--- src/sv/assert_macros.svh ---
// Assertion helpers, clocked on clk and disabled while rst_n is low.
`ifndef ASSERT_MACROS_SVH
`define ASSERT_MACROS_SVH

// Property must hold at every clock edge out of reset.
`define ASSERT_CLK(label, prop, msg) \
    label: assert property (@(posedge clk) disable iff (!rst_n) prop) else $error(msg);

// Expression must never be true at a clock edge out of reset.
`define ASSERT_NEVER(label, expr, msg) \
    label: assert property (@(posedge clk) disable iff (!rst_n) !(expr)) else $error(msg);

`endif

--- src/sv/prd_pkg.sv ---
package prd_pkg;

    localparam int ID_W   = 16;
    localparam int WORD_W = 2 * ID_W;
    localparam int OCC_W  = 5;

    typedef enum logic [2:0] {
        OP_PUSH_BACK  = 3'd0,
        OP_PUSH_FRONT = 3'd1,
        OP_POP        = 3'd2,
        OP_REMOVE     = 3'd3,
        OP_FIND       = 3'd4,
        OP_PEEK       = 3'd5,
        OP_LIST       = 3'd6
    } op_t;

    typedef enum logic [1:0] {
        ST_OK        = 2'd0,
        ST_EMPTY     = 2'd1,
        ST_NOT_FOUND = 2'd2,
        ST_FULL      = 2'd3
    } status_t;

    typedef enum logic [1:0] {
        S_IDLE,
        S_EXEC,
        S_SCAN,
        S_SHIFT
    } state_t;

    // Logical index issued to the memory read port
    typedef enum logic [1:0] {
        RD_FRONT,
        RD_SCAN,
        RD_SHIFT
    } rd_sel_t;

    typedef enum logic [1:0] {
        WR_NONE,
        WR_BACK,
        WR_FRONT,
        WR_SHIFT
    } wr_sel_t;

    typedef enum logic [1:0] {
        CNT_HOLD,
        CNT_INC,
        CNT_DEC
    } cnt_op_t;

    typedef enum logic [1:0] {
        HEAD_HOLD,
        HEAD_INC,
        HEAD_DEC
    } head_op_t;

    typedef enum logic [1:0] {
        SRC_ZERO,
        SRC_RDATA,
        SRC_PEND
    } src_sel_t;

    typedef struct packed {
        logic     load;
        rd_sel_t  rd_sel;
        logic     step;
        wr_sel_t  wr_sel;
        cnt_op_t  cnt_op;
        head_op_t head_op;
        logic     pend_load;
        logic     emit;
        status_t  status;
        src_sel_t src;
        logic     last;
    } dp_cmd_t;

    typedef struct packed {
        op_t  op;
        logic full;
        logic empty;
        logic in_range;
        logic pid_hit;
        logic gid_hit;
        logic pend_vld;
    } dp_sts_t;

    function automatic logic is_scan_op(input op_t op);
        return (op == OP_REMOVE) || (op == OP_FIND) || (op == OP_LIST);
    endfunction

endpackage

--- src/sv/prd_ctrl.sv ---
module prd_ctrl (
    input  logic              clk,
    input  logic              rst_n,
    input  logic              start,
    input  logic [2:0]        opcode,
    input  prd_pkg::dp_sts_t  sts,
    output prd_pkg::dp_cmd_t  cmd,
    output logic              busy
);
    import prd_pkg::*;

    state_t state_reg;
    state_t state_next;

    always_ff @(posedge clk or negedge rst_n)
    begin
        if (!rst_n)
        begin
            state_reg <= S_IDLE;
        end
        else
        begin
            state_reg <= state_next;
        end
    end

    always_comb
    begin
        state_next = state_reg;
        case (state_reg)
            S_IDLE:
            begin
                if (start)
                begin
                    state_next = is_scan_op(op_t'(opcode)) ? S_SCAN : S_EXEC;
                end
            end
            S_EXEC:
            begin
                state_next = S_IDLE;
            end
            S_SCAN:
            begin
                if (!sts.in_range)
                begin
                    state_next = S_IDLE;
                end
                else if (sts.op == OP_FIND && sts.pid_hit)
                begin
                    state_next = S_IDLE;
                end
                else if (sts.op == OP_REMOVE && sts.pid_hit)
                begin
                    state_next = S_SHIFT;
                end
            end
            S_SHIFT:
            begin
                if (!sts.in_range)
                begin
                    state_next = S_IDLE;
                end
            end
            default:
            begin
                state_next = S_IDLE;
            end
        endcase
    end

    always_comb
    begin
        cmd.load      = 1'b0;
        cmd.rd_sel    = RD_FRONT;
        cmd.step      = 1'b0;
        cmd.wr_sel    = WR_NONE;
        cmd.cnt_op    = CNT_HOLD;
        cmd.head_op   = HEAD_HOLD;
        cmd.pend_load = 1'b0;
        cmd.emit      = 1'b0;
        cmd.status    = ST_OK;
        cmd.src       = SRC_ZERO;
        cmd.last      = 1'b1;
        busy          = (state_reg != S_IDLE);
        case (state_reg)
            S_IDLE:
            begin
                cmd.load = start;
            end
            S_EXEC:
            begin
                cmd.emit = 1'b1;
                case (sts.op)
                    OP_PUSH_BACK:
                    begin
                        if (sts.full)
                        begin
                            cmd.status = ST_FULL;
                        end
                        else
                        begin
                            cmd.wr_sel = WR_BACK;
                            cmd.cnt_op = CNT_INC;
                        end
                    end
                    OP_PUSH_FRONT:
                    begin
                        if (sts.full)
                        begin
                            cmd.status = ST_FULL;
                        end
                        else
                        begin
                            cmd.wr_sel  = WR_FRONT;
                            cmd.head_op = HEAD_DEC;
                            cmd.cnt_op  = CNT_INC;
                        end
                    end
                    OP_POP:
                    begin
                        if (sts.empty)
                        begin
                            cmd.status = ST_EMPTY;
                        end
                        else
                        begin
                            cmd.src     = SRC_RDATA;
                            cmd.head_op = HEAD_INC;
                            cmd.cnt_op  = CNT_DEC;
                        end
                    end
                    OP_PEEK:
                    begin
                        if (sts.empty)
                        begin
                            cmd.status = ST_EMPTY;
                        end
                        else
                        begin
                            cmd.src = SRC_RDATA;
                        end
                    end
                    default:
                    begin
                        cmd.status = ST_OK;
                    end
                endcase
            end
            S_SCAN:
            begin
                cmd.rd_sel = RD_SCAN;
                if (!sts.in_range)
                begin
                    // end of queue: flush the held list entry or report a miss
                    cmd.emit = 1'b1;
                    if (sts.op == OP_LIST && sts.pend_vld)
                    begin
                        cmd.src = SRC_PEND;
                    end
                    else
                    begin
                        cmd.status = ST_NOT_FOUND;
                    end
                end
                else
                begin
                    cmd.step = 1'b1;
                    case (sts.op)
                        OP_FIND:
                        begin
                            if (sts.pid_hit)
                            begin
                                cmd.emit = 1'b1;
                                cmd.src  = SRC_RDATA;
                            end
                        end
                        OP_REMOVE:
                        begin
                            if (sts.pid_hit)
                            begin
                                // hold the index: it becomes the first slot to refill
                                cmd.step   = 1'b0;
                                cmd.emit   = 1'b1;
                                cmd.src    = SRC_RDATA;
                                cmd.cnt_op = CNT_DEC;
                            end
                        end
                        OP_LIST:
                        begin
                            if (sts.gid_hit)
                            begin
                                cmd.pend_load = 1'b1;
                                cmd.emit      = sts.pend_vld;
                                cmd.src       = SRC_PEND;
                                cmd.last      = 1'b0;
                            end
                        end
                        default:
                        begin
                            cmd.step = 1'b1;
                        end
                    endcase
                end
            end
            S_SHIFT:
            begin
                cmd.rd_sel = RD_SHIFT;
                if (sts.in_range)
                begin
                    cmd.wr_sel = WR_SHIFT;
                    cmd.step   = 1'b1;
                end
            end
            default:
            begin
                cmd.load = 1'b0;
            end
        endcase
    end

endmodule

--- src/sv/prd_datapath.sv ---
module prd_datapath #(
    parameter int DEPTH = 16
) (
    input  logic                          clk,
    input  logic                          rst_n,
    input  prd_pkg::dp_cmd_t              cmd,
    output prd_pkg::dp_sts_t              sts,
    input  logic [2:0]                    opcode,
    input  logic [prd_pkg::ID_W-1:0]      proc_id,
    input  logic [prd_pkg::ID_W-1:0]      group_id,
    output logic                          result_valid,
    output prd_pkg::status_t              status,
    output logic [prd_pkg::ID_W-1:0]      out_proc_id,
    output logic [prd_pkg::ID_W-1:0]      out_group_id,
    output logic [prd_pkg::OCC_W-1:0]     occupancy,
    output logic                          last
);
    import prd_pkg::*;

    localparam int AW = $clog2(DEPTH);
    localparam int CW = $clog2(DEPTH + 1);
    localparam int SW = CW + 1;
    localparam int PW = SW + 1;

    logic [WORD_W-1:0] mem [DEPTH];
    logic [WORD_W-1:0] rdata_reg;

    logic [AW-1:0]     head_reg;
    logic [AW-1:0]     head_next;
    logic [CW-1:0]     count_reg;
    logic [CW-1:0]     count_next;
    logic [CW-1:0]     chk_idx_reg;
    op_t               op_reg;
    logic [ID_W-1:0]   pid_reg;
    logic [ID_W-1:0]   gid_reg;
    logic [WORD_W-1:0] pend_reg;
    logic              pend_vld_reg;

    logic              res_vld_reg;
    status_t           res_status_reg;
    logic [WORD_W-1:0] res_word_reg;
    logic              res_last_reg;

    logic [AW-1:0]     head_inc;
    logic [AW-1:0]     head_dec;
    logic [SW-1:0]     rd_log;
    logic [AW-1:0]     rd_addr;
    logic              wr_en;
    logic [AW-1:0]     wr_addr;
    logic [WORD_W-1:0] wr_data;
    logic [WORD_W-1:0] res_word;

    // queue position -> memory slot, wrapping around the circular buffer
    function automatic logic [AW-1:0] to_phys(input logic [AW-1:0] head,
                                              input logic [SW-1:0] lg);
        logic [PW-1:0] sum;
        sum = PW'(head) + PW'(lg);
        if (sum >= PW'(DEPTH))
        begin
            sum = sum - PW'(DEPTH);
        end
        return sum[AW-1:0];
    endfunction

    assign head_inc = (head_reg == AW'(DEPTH - 1)) ? '0 : head_reg + AW'(1);
    assign head_dec = (head_reg == '0) ? AW'(DEPTH - 1) : head_reg - AW'(1);

    always_comb
    begin
        case (cmd.rd_sel)
            RD_SCAN:  rd_log = SW'(chk_idx_reg) + SW'(1);
            RD_SHIFT: rd_log = SW'(chk_idx_reg) + SW'(2);
            default:  rd_log = '0;
        endcase
    end

    assign rd_addr = to_phys(head_reg, rd_log);

    always_comb
    begin
        wr_en   = 1'b1;
        wr_addr = head_dec;
        wr_data = {gid_reg, pid_reg};
        case (cmd.wr_sel)
            WR_BACK:
            begin
                wr_addr = to_phys(head_reg, SW'(count_reg));
            end
            WR_FRONT:
            begin
                wr_addr = head_dec;
            end
            WR_SHIFT:
            begin
                wr_addr = to_phys(head_reg, SW'(chk_idx_reg));
                wr_data = rdata_reg;
            end
            default:
            begin
                wr_en = 1'b0;
            end
        endcase
    end

    always_ff @(posedge clk)
    begin
        if (wr_en)
        begin
            mem[wr_addr] <= wr_data;
        end
        rdata_reg <= mem[rd_addr];
    end

    always_comb
    begin
        case (cmd.head_op)
            HEAD_INC: head_next = head_inc;
            HEAD_DEC: head_next = head_dec;
            default:  head_next = head_reg;
        endcase
        case (cmd.cnt_op)
            CNT_INC: count_next = count_reg + CW'(1);
            CNT_DEC: count_next = count_reg - CW'(1);
            default: count_next = count_reg;
        endcase
    end

    always_ff @(posedge clk or negedge rst_n)
    begin
        if (!rst_n)
        begin
            head_reg     <= '0;
            count_reg    <= '0;
            chk_idx_reg  <= '0;
            pend_vld_reg <= 1'b0;
            res_vld_reg  <= 1'b0;
        end
        else
        begin
            head_reg    <= head_next;
            count_reg   <= count_next;
            res_vld_reg <= cmd.emit;
            if (cmd.load)
            begin
                chk_idx_reg  <= '0;
                pend_vld_reg <= 1'b0;
            end
            else
            begin
                if (cmd.step)
                begin
                    chk_idx_reg <= chk_idx_reg + CW'(1);
                end
                if (cmd.pend_load)
                begin
                    pend_vld_reg <= 1'b1;
                end
            end
        end
    end

    always_comb
    begin
        case (cmd.src)
            SRC_RDATA: res_word = rdata_reg;
            SRC_PEND:  res_word = pend_reg;
            default:   res_word = '0;
        endcase
    end

    always_ff @(posedge clk)
    begin
        if (cmd.load)
        begin
            op_reg  <= op_t'(opcode);
            pid_reg <= proc_id;
            gid_reg <= group_id;
        end
        if (cmd.pend_load)
        begin
            pend_reg <= rdata_reg;
        end
        if (cmd.emit)
        begin
            res_status_reg <= cmd.status;
            res_word_reg   <= res_word;
            res_last_reg   <= cmd.last;
        end
    end

    assign sts.op       = op_reg;
    assign sts.full     = (count_reg == CW'(DEPTH));
    assign sts.empty    = (count_reg == '0);
    assign sts.in_range = (chk_idx_reg < count_reg);
    assign sts.pid_hit  = (rdata_reg[ID_W-1:0] == pid_reg);
    assign sts.gid_hit  = (rdata_reg[WORD_W-1:ID_W] == gid_reg);
    assign sts.pend_vld = pend_vld_reg;

    assign result_valid = res_vld_reg;
    assign status       = res_status_reg;
    assign out_proc_id  = res_word_reg[ID_W-1:0];
    assign out_group_id = res_word_reg[WORD_W-1:ID_W];
    assign occupancy    = OCC_W'(count_reg);
    assign last         = res_last_reg;

endmodule

--- src/sv/process_ready_deque.sv ---
// Ordered queue of up to DEPTH process entries (process id, group id) in a
// circular buffer held in a single-port-read memory. A transaction is taken
// when start is high and busy is low; busy stays high until the final result
// has been issued, and for a remove until the later entries have moved up.
// Results come out on result_valid, one cycle each, with last on the final
// one, and cannot be stalled. Push, pop, peek and the unused opcode give
// their result from the EXEC state, through the result register. Find and
// list walk the queue one entry per cycle through the memory read port.
// Remove walks to the match and reports it, then moves each later entry up
// one slot at one entry per cycle with busy still high; the next
// transaction is taken only once busy has fallen again.
// No clearing pass follows reset.
`include "assert_macros.svh"

module process_ready_deque #(
    parameter int DEPTH = 16
) (
    input  logic                      clk,
    input  logic                      rst_n,
    input  logic                      start,
    output logic                      busy,
    input  logic [2:0]                opcode,
    input  logic [prd_pkg::ID_W-1:0]  proc_id,
    input  logic [prd_pkg::ID_W-1:0]  group_id,
    output logic                      result_valid,
    output prd_pkg::status_t          status,
    output logic [prd_pkg::ID_W-1:0]  out_proc_id,
    output logic [prd_pkg::ID_W-1:0]  out_group_id,
    output logic [prd_pkg::OCC_W-1:0] occupancy,
    output logic                      last
);
    import prd_pkg::*;

    dp_cmd_t cmd;
    dp_sts_t sts;
    logic    err_res_bad;

    prd_ctrl u_ctrl (
        .clk    (clk),
        .rst_n  (rst_n),
        .start  (start),
        .opcode (opcode),
        .sts    (sts),
        .cmd    (cmd),
        .busy   (busy)
    );

    prd_datapath #(
        .DEPTH (DEPTH)
    ) u_datapath (
        .clk          (clk),
        .rst_n        (rst_n),
        .cmd          (cmd),
        .sts          (sts),
        .opcode       (opcode),
        .proc_id      (proc_id),
        .group_id     (group_id),
        .result_valid (result_valid),
        .status       (status),
        .out_proc_id  (out_proc_id),
        .out_group_id (out_group_id),
        .occupancy    (occupancy),
        .last         (last)
    );

    assign err_res_bad = result_valid && (status != ST_OK)
                         && ((out_proc_id != '0) || (out_group_id != '0) || !last);

    `ASSERT_CLK(a_accept_busy, start && !busy |=> busy, "accepted transaction did not raise busy")

    `ASSERT_CLK(a_more_busy, result_valid && !last |-> busy, "busy low while results remain")

    `ASSERT_NEVER(a_err_fields, err_res_bad, "error result carries entry data or is not last")

endmodule
--- config.mk ---
export PLATFORM = sky130hd
export DESIGN_NAME = process_ready_deque
export DESIGN_NICKNAME = d
export VERILOG_FILES = /design/src/sv/prd_pkg.sv /design/src/sv/prd_ctrl.sv /design/src/sv/prd_datapath.sv /design/src/sv/process_ready_deque.sv
export VERILOG_INCLUDE_DIRS = /design/src /design/src/sv
export SDC_FILE = /design/constraint.sdc
export NUM_CORES = 1
export LEC_CHECK = 0
export BUFFER_PORTS_ARGS = -buffer_cell sky130_fd_sc_hd__buf_4
export CORE_MARGIN = 2
export CORE_UTILIZATION = 60
export DETAILED_ROUTE_END_ITERATION = 8
export PLACE_DENSITY = 0.79
export SYNTH_ARGS = -nofsm -noshare
export SYNTH_HDL_FRONTEND = slang
export SYNTH_HIERARCHICAL = 1
export SYNTH_SLANG_ARGS = --single-unit
--- constraint.sdc ---
create_clock -name clk -period 13.15 [get_ports clk]
set_input_delay 3.945 -clock clk [delete_from_list [all_inputs] [get_ports clk]]
set_output_delay 3.945 -clock clk [all_outputs]
set_load 0.02 [all_outputs]
After elaboration in Yosys (flattened, before gate mapping)

Memories as Yosys holds them, arrays and structs flattened. A register that Yosys moved wholly into a read port is not among the register bits.
Cells that the tools add are included.

Add/sub/neg operators: 13
Magnitude comparators: 4
Equality and inequality tests: 30
Mux-type cells: 63
Reductions and logical operators: 20

Operators with widths:

| operator            | number |
|---|---|
| $pmux 32 s2         | 1 |
| $mux 2              | 17 |
| $eq 16x16->1        | 2 |
| $mux 32             | 1 |
| $mux 4              | 6 |
| $pmux 2 s2          | 6 |
| $pmux 5 s2          | 2 |
| $mux 1              | 17 |
| $eq 2x2->1 const B  | 8 |
| $pmux 4 s2          | 2 |
| $sub 4x1->4 const B | 4 |
| $eq 3x3->1 const B  | 5 |
| $add 4x5->6         | 2 |
| $eq 2x1->1 const B  | 6 |
| $ge 6x5->1 const B  | 2 |
| $pmux 6 s2          | 1 |
| $add 5x1->5 const B | 2 |
| $mux 5              | 2 |
| $reduce_bool 2->1   | 5 |
| $eq 3x2->1 const B  | 3 |
| $mux 3              | 3 |
| $pmux 2 s4          | 1 |
| $add 4x6->7         | 1 |
| $ge 7x5->1 const B  | 1 |
| 23 further kinds    | 30 |

Bits in registers: 120
RAM bits: 512
Bits of input ports: 38
Memories kept: 1

Memories:

| name           | depth | width | read ports | clocked after memory_dff | wr ports | RTL line           | RTL |
|---|---|---|---|---|---|---|---|
| u_datapath.mem | 16    | 32    | 1          | 1                        | 1        | prd_datapath.sv:25 | `logic [WORD_W-1:0] mem [DEPTH];` |

Logic depth before layout (Yosys ltp)

Word-level depth: 10
Gate-level depth with buffers: 21
Mapped depth without buffers: 18

By module

Netlist, hierarchy kept.

By module, submodules not included:

| module       | times used | cells each | area each (um^2) |
|---|---|---|---|
| prd_datapath | 1          | 1295       | 25873.6 |
| prd_ctrl     | 1          | 64         | 504.2 |

Least setup slack after synthesis

Ideal clock, no wire load.

Path kind: register to register
From: reg u_datapath.count_reg[1], in the netlist u_datapath/occupancy[1]
To: mem u_datapath/mem[5][0] (netlist bit), enable pin
Library setup time: 0.421 ns
Data arrival time: 5.391 ns
Required time: 12.729 ns
Path slack: 7.338 ns
Stages on the path, launching flop included: 20
Path buffers: 3
Cells stage by stage: dfrtp_1 -> inv_1 -> ha_1 -> a21o_1 -> a21o_1 -> a21o_1 -> a21oi_1 -> clkbuf_2 -> nand2_1 -> o41ai_1 -> buf_2 -> nand2_2 -> buf_1 -> o21ai_0 -> ha_1 -> a21o_1 -> a21oi_1 -> xnor3_1 -> a221o_1 -> nor2_1

RTL lines:

| what                   | RTL line            | RTL |
|---|---|---|
| start, declared        | prd_datapath.sv:30  | `logic [CW-1:0] count_reg;` |
| start signal, assigned | prd_datapath.sv:141 | `count_reg <= count_next;` |
| end, declared          | prd_datapath.sv:25  |  |

==> out/qor.csv <==
stage,metric,value,unit
grt,GRT overflow,0,
yosys,post-synthesis cell count,1359,
place,placed cells,1967,
layout,share of layout cells above drive strength 1,0.244,
clocking,CTS root buf,clkbuf_16,
clocking,TritonCTS clock tree,yes,
clocking,Worst-Skew Late Latency,0.58,ns
setup_path,"Cell Chain, Critical Path","inv_1, ha_1, a21o_1, a21o_1, a21o_1, a21oi_1, nand2_1, o41ai_1, buf_4, nand2_2, o21ai_0, ha_1, a21o_1, a21oi_1, xnor3_1, a221o_1, nor2_4",
layout,# diodes,0,
yosys,sequential area share after synthesis,0.740,
timing,Worst-Margin Slew,1.33,ns
grt,first-pass GRT wire length,83100,µm
timing,Max Freq,153,MHz
clocking,postcts setup bufs,0,
setup_path,CP Data Required Time,13.34,ns
setup_path,"most used cell, CP",a21o_1,
grt,vias in the first global route,13300,
yosys,"EDFF count, synth",614,
setup_path,"Max FO, Critical Path",37,
route,via count,13200,
yosys,Synth area leader,edfxtp_1,
yosys,ys flop type,edfxtp_1,
pwr,Power Density,235,nW/µm²
yosys,Post-Syn Area,26400,µm²
floorplanning,Die Y,214,µm
hold_path,worst hold endpoint,u_datapath/pend_reg[3],
grt,largest net degree at the start of global routing,71,
setup_path,worst path arrival time,6.74,ns
route,Starting DRT DRC Count,1486,
grt,M2 GR Usage,0.390,
setup_path,"reg-to-reg slack, setup",6.60,ns
place,IO buf count,79,
setup_path,critical path type,reg2reg,
timing,Slew headroom,0.109,
clocking,CTS Sinks,664,
floorplanning,Starting Density,0.610,
grt,busiest metal layer after global routing,met2,
clocking,# resized after CTS,0,
setup_path,CP endpoint kind,flop,
floorplanning,core box area,43300,µm²
pwr,Leak,9.61,nW
layout,Area Overhead vs Synth,12.3,%
layout,post-layout util,0.685,
yosys,synthesized net count,1429,
timing,Final Hold Vio Count,0,
yosys,Mapped Avg Cell Area,19.4,µm²
floorplanning,die area,45700,µm²
setup_path,"slowest stage delay, CP",0.94,ns
yosys,area share of the largest cell type after synthesis,0.699,
timing,setup violators final,0,
layout,final cell count without fillers,2089,
job,max_cap viols,0,
timing,fin. max-slew vios,0,
layout,largest register by flop count,u_datapath/mem,
yosys,"FF+latch count, synth",664,
yosys,Netlist cell types,60,
yosys,synth warn,6,
route,drt via density,6.31,
timing,Tcrit/Tclk final,0.498,
hold_path,Hold Crit Class,reg2reg,
timing,Setup TNS,0,ns
floorplanning,Top Ports,80,
setup_path,FF-to-FF End,u_datapath/mem[6][13],
setup_path,reg2reg start,u_datapath/occupancy[1],
setup_path,Worst Reg-to-Reg Cells,17,
route,DRT Wirelength,55600,µm
clocking,Clock Pin Slew Worst Setup and Hold Paths,0.06,ns
route,DRT Pass-1 Iters,5,
timing,RSZ-0062 raised after global routing,no,
setup_path,crit start category,flop,
grt,gr usage total,0.254,
timing,Worst Clk Skew,0.0243,ns
floorplanning,Die Wd,214,µm
clocking,hold_buf cts,0,
route,DRC,0,
grt,GR Util met1,0.360,
place,Routability Congestion,0.857,
pwr,Peak VDD IR,0.139,mV
place,dpl hpwl,33200,µm
status,status,"complete, no violations",
hold_path,Hold Crit Depth,0,
clocking,CTS HTree Levels,3,
grt,antenna violations before repair,0,
route,WL per Instance,26.6,µm
grt,met3 usage,0.0685,
layout,fillers,2580,
yosys,top post-synthesis cells by area,"edfxtp_1 (70%), mux4_2 (11%), dfxtp_1 (2.4%)",
yosys,asr flop ratio synth,0.0271,
clocking,clk buf depth,3,
clocking,CTS Buf Count,68,
route,Routed Antenna Nets,0,
setup_path,crit path max-delay cell type,nor2_4,
layout,flip-flop count of the largest register after layout,512,
hold_path,hold_sp,u_datapath/rdata_reg[3],
timing,fin crit period,6.55,ns
timing,WHS,0.512,ns
floorplanning,row cnt,76,
layout,nets@finish,1522,
-- worst max path at each step --
stage | startpoint | endpoint | slack, ns | depth (start not counted)
5_1_grt | u_datapath/occupancy[1] | u_datapath/mem[6][13] | 6.14 | 17
3_3_place_gp | u_datapath/occupancy[1] | u_datapath/mem[5][12] | 6.79 | 17
2_1_floorplan | u_datapath/occupancy[1] | u_datapath/mem[5][0] | 7.34 | 19
6_report | u_datapath/occupancy[1] | u_datapath/mem[6][13] | 6.60 | 17
4_1_cts | u_datapath/occupancy[1] | u_datapath/mem[6][24] | 6.62 | 17
3_5_place_dp | u_datapath/occupancy[1] | u_datapath/mem[5][13] | 6.68 | 17
-- kinds of logic (layout without fill, tap and decap cells) --
logic type,Yosys count,after routing,synth area share
multiplexers,204,204,0.140
buffers and inverters,95,240,0.0172
AND/OR/NAND/NOR,193,193,0.0333
adder cells (fa/ha/maj),32,32,0.0160
flip-flops,664,664,0.740
XOR/XNOR,49,49,0.0173
AO/OA/AOI/OAI,122,122,0.0357
-- placed cells by master, fill, tap and decap left out, types with 2 or more instances in the layout --
cell type,instances
a211o_1,2
xor2_1,7
dfxtp_1,32
o21ai_0,11
a21o_1,10
nor2_4,16
mux2i_1,39
clkbuf_1,25
clkinv_1,18
fa_1,2
and2_1,4
nand3_1,35
nor2b_1,3
nor2_1,46
xnor2_1,39
buf_4,93
a32oi_1,2
nand2_1,57
nor4_1,4
o21a_1,4
nand2b_1,5
nand4_1,10
clkbuf_8,2
o32ai_1,2
ha_1,28
mux4_2,128
inv_1,25
clkinv_2,3
dfrtp_1,18
clkbuf_16,71
a21oi_1,9
o221ai_1,32
a22oi_1,34
and2b_2,2
a31oi_1,2
mux2_2,36
edfxtp_1,614
nor3_1,3
-- routing by layer --
layer	wire length, µm	vias to the layer above
met5	0	-
met4	1400	0
met3	6150	91
met2	26200	671
met1	21900	6743
li1	-	5675
-- report_power, final --
part / switching [W] / total, W / leakage [nW] / internal [W]
clock network: 0.000749 / 0.00177 / 0.984 / 0.00102
registers: 0.000199 / 0.00290 / 6.06 / 0.00270
logic: 0.00130 / 0.00229 / 2.57 / 0.000997
-- cell usage after synthesis (2+ instances only) --
cell,count
o21ai_0,11
fa_1,3
o21a_1,4
ha_1,29
buf_1,4
nand2_1,57
mux2i_1,39
nor2b_1,3
xnor3_1,2
nand4_1,10
dfxtp_1,32
buf_2,14
o32ai_1,2
and2_1,5
a21o_1,10
a22oi_1,34
mux2_2,36
xnor2_1,40
xor2_1,7
buf_6,10
a211o_1,2
dfrtp_1,18
a21oi_1,9
a31oi_1,2
and2b_2,2
nor3_1,3
nor2_1,62
a32oi_1,2
inv_1,25
nor4_1,4
mux4_2,128
nand3_1,35
nand2b_1,5
edfxtp_1,614
o221ai_1,32
clkbuf_1,40
-- final cells by class --
| cell class | instances | area [µm²] | area share |
|---|---|---|---|
| Sequential cell | 664 | 19500 | 0.659 |
| Multi-Input combinational cell | 600 | 6550 | 0.221 |
| Clock buffer | 98 | 1900 | 0.0641 |
| Tap cell | 585 | 732 | 0.0247 |
| Timing Repair Buffer | 93 | 698 | 0.0236 |
| Clock inverter | 24 | 133 | 0.00448 |
| Inverter | 25 | 93.8 | 0.00317 |
-- per-stage QoR --
step	area, µm²	setup WS (ns)	total power [W]
after floorplan	26400	7.34	0.00452
after global placement	27600	6.79	0.00516
after detailed placement	27600	6.68	0.00521
after CTS	29600	6.62	0.00700
after global routing	29600	6.14	0.00727
final	29600	6.60	0.00696
-- worst max-delay path, delay by kind of cell, from the launching register on --
family                   cells  cell delay [ns]
AO/OA/AOI/OAI                9             2.59
XOR/XNOR                     1             0.41
adder cells (fa/ha/maj)      2             0.60
buffers and inverters        2             0.31
flip-flops                   1             0.49
AND/OR/NAND/NOR              3             1.75
No activity file was read; power rests on OpenSTA's default activity.
